--- src/hw/rtl/fba_first_zero.sv ---
// ----------------------------------------------------------------------------
// fba_first_zero
// Priority encoder: position of the lowest clear bit of a bitmap word.
// ----------------------------------------------------------------------------
`default_nettype none

module fba_first_zero #(
   parameter int WORD_BITS = 32,
   parameter int IDX_W     = $clog2(WORD_BITS)
) (
   input  wire logic [WORD_BITS-1:0] word,
   output logic                      found,
   output logic [IDX_W-1:0]          index
);

   // scan from the top so the lowest clear bit wins
   always_comb begin
      found = 1'b0;
      index = '0;
      for (int i = WORD_BITS - 1; i >= 0; i--) begin
         if (!word[i]) begin
            found = 1'b1;
            index = IDX_W'(i);
         end
      end
   end

endmodule

`default_nettype wire

--- config.mk ---
export PLATFORM = sky130hd
export DESIGN_NAME = fba_first_zero
export DESIGN_NICKNAME = d
export VERILOG_FILES = /design/src/hw/rtl/fba_first_zero.sv
export SDC_FILE = /design/constraint.sdc
export NUM_CORES = 1
export LEC_CHECK = 0
export ABC_CLOCK_PERIOD_IN_PS = 1750
export BUFFER_PORTS_ARGS = -buffer_cell sky130_fd_sc_hd__buf_2
export CAP_MARGIN = 30
export CORE_AREA = 8 8 45 47
export DETAILED_ROUTE_END_ITERATION = 8
export DIE_AREA = 0 0 53 55
export MAX_ROUTING_LAYER = met4
export PLACE_DENSITY = 0.72
export RECOVER_POWER = 100
export SYNTH_ARGS = -nofsm -noshare
export SYNTH_HDL_FRONTEND = slang
export SYNTH_SLANG_ARGS = --single-unit
export TNS_END_PERCENT = 50
--- constraint.sdc ---
create_clock -name vclk -period 1.75
set_input_delay 0.175 -clock vclk [all_inputs]
set_output_delay 0.175 -clock vclk [all_outputs]
set_load 0.02 [all_outputs]
==> impl_metrics.csv <==
group,metric,value,unit
timing,finalCriticalPeriod,1500,ps
routing,routed_wl,1540,um
place,gp_congestion,0.801,
routing,drt_iter0_markers,5,
routing,drc,0,
worst_setup_path,crit_path_frequent_cell,"buf_2",
power_and_ir_drop,irDropWorstVdd,0.0000683,V
logic_synthesis,synth_top_family_by_area,"simple AND/OR/NAND/NOR gates",
power_and_ir_drop,clkPwrFrac,0,%
routing,via_per_inst,5.45,
logic_synthesis,ys_seq_area_share,0,%
timing,finalHoldViolations,0,
grt,grt_pass1_wl,2540,um
place,dp_cells,120,
logic_synthesis,yosys-top-cells-count,"nand2_1 (11), nand4_1 (9), inv_1 (6), nand3_1 (6), a21oi_1 (5)",
grt,grtUsageTotal,10.8,%
worst_setup_path,cpMaxStageDelayCell,"or3_4",
status,status,"finished, final reports clean",
clock_tree,post_cts_buffers,0,
layout,fin_area,587,um^2
place,placed_area,603,um^2
power_and_ir_drop,total_power,103,uW
place,dpl.hpwl,1400,um
floorplan,die_w,53,um
power_and_ir_drop,swShare,56.2,%
layout,nClkBuffers,0,
timing,setup_ws,251,ps
logic_synthesis,yosysTopAreaCell,"nand4_1",
routing,firstDrtPassIters,4,
timing,fmax,667,MHz
layout,seq_cells,0,
logic_synthesis,synth_compound_area_share,36.0,%
layout,layoutNonFillerInstCount,120,
routing,vias,654,
timing,slew_viol_final,0,
timing,slew_headroom,79.8,%
timing,whs,724,ps
timing,setup_tns,0,ps
grt,antenna_found_initial,0,
logic_synthesis,synth_area_per_cell,5.95,um^2
logic_synthesis,synth_nets,98,
power_and_ir_drop,p_comb_share,100.0,%
power_and_ir_drop,power.leakage,0.260,nW
timing,finalSetupViolations,0,
worst_setup_path,start_kind,"input pin",
floorplan,start_util,28.4,%
layout,drive_gt1_share,37.5,%
power_and_ir_drop,p_seq_share,0,%
place,port_buffers,38,
layout,syn2layout_area_growth,49.4,%
worst_setup_path,criticalPathCategory,"input pin to output port",
floorplan,die_h,55,um
clock_tree,postCtsResizedCells,0,
timing,fin_crit_sh,85.6,%
grt,grt-ovfl-total,0,
logic_synthesis,syn_inst,66,
logic_synthesis,synth_most_common_cell,"nand2_1",
worst_setup_path,slowest_delay,350,ps
logic_synthesis,muxShareOfSynthArea,0,%
layout,utilization,42.4,%
power_and_ir_drop,internal_power,45.3,uW
logic_synthesis,synth-simple-area-share,58.3,%
layout,final_nets,138,
routing,wl_per_cell,12.8,um
grt,grt_max_degree,6,
timing,worst-slew-pin-transition,301,ps
place,place_ws,245,ps
routing,detail-route-antenna-nets,0,
logic_synthesis,synthDistinctLibCells,22,
floorplan,dieArea,2920,um^2
layout,regArea,0,um^2
floorplan,coreArea,1380,um^2
layout,antenna_cells,0,
worst_setup_path,critPathMaxFanout,4,
logic_synthesis,yosysWarnings,0,
min_path,holdCritPathClass,"input pin to output port",
logic_synthesis,synth_xor_area_share,0,%
floorplan,row_count,14,
logic_synthesis,yosys.area_share.adder,0,%
worst_setup_path,arrival,1320,ps
flow_run,maxCapViolations,0,
layout,fillers,152,
logic_synthesis,synth_area,393,um^2
logic_synthesis,yosys.area.top_type_share,14.3,%
clock_tree,cts_hold_buf,0,
grt,grt_pass1_vias,657,
power_and_ir_drop,p_sw,58.0,uW
floorplan,io_pins,38,
timing,rsz0062_at_grt,"false",
logic_synthesis,synth.area.top_cells,"nand4_1 (14%), nand2_1 (11%), nand3_1 (7.6%)",
worst_setup_path,crit_path_end_kind,"output port",
worst_setup_path,cp_cell_sequence,"buf_2 -> nand4_1 -> or3_4 -> nor3_1 -> nand3b_1 -> buf_2",
worst_setup_path,required,1570,ps
power_and_ir_drop,power.density,176,nW/um^2
-- routing by layer --
metal	vias to the layer above	global-route usage (%)	share of wire (%)
li1	340	-	-
met1	287	12.7	45
met2	27	20.3	48
met3	0	1.07	6.5
met4	0	0	0
met5	-	-	0
-- final timing paths --
check             slack [ps]  cells past startpoint     start       end
hold / removal           720                      3   word[0]  index[0]
setup / recovery         250                      6  word[28]     found
-- kinds of logic (layout without fill, tap and decap cells) --
group | after synthesis | after routing
AO/OA/AOI/OAI | 21 | 21
AND/OR/NAND/NOR | 39 | 39
buffers and inverters | 6 | 44
-- power by group through the flow --
| stage | Clock (mW) | Combinational [mW] | Sequential (mW) |
|---|---|---|---|
| floorplan | 0 | 0.0381 | 0 |
| global placement | 0 | 0.102 | 0 |
| detailed placement | 0 | 0.104 | 0 |
| CTS | 0 | 0.105 | 0 |
| global route | 0 | 0.115 | 0 |
| finish | 0 | 0.103 | 0 |
-- cells in the final DEF (no fill, tap or decap), types with 2 or more instances in the layout --
cell and n:
buf_2 34, nand2_1 11, nand4_1 9, nand3_1 6, inv_1 6, a21oi_1 5, nor2_1 4, a31oi_1 4
o21ai_0 4, clkbuf_1 4, or3_4 2, nor3_1 2, nand3b_1 2, o2111ai_1 2
-- final cells by class --
type / instances / area, um^2 / share of cell area [%]
Timing Repair Buffer: 38 / 185 / 31.6
Tap cell: 16 / 20.0 / 3.41
Multi-Input combinational cell: 60 / 359 / 61.2
Inverter: 6 / 22.5 / 3.84
-- critical path, delay by kind of cell --
kind	cells	cell delay, ps
AND/OR/NAND/NOR	4	880
buffers and inverters	2	280
Note: power is estimated with default switching activity, not from simulation.
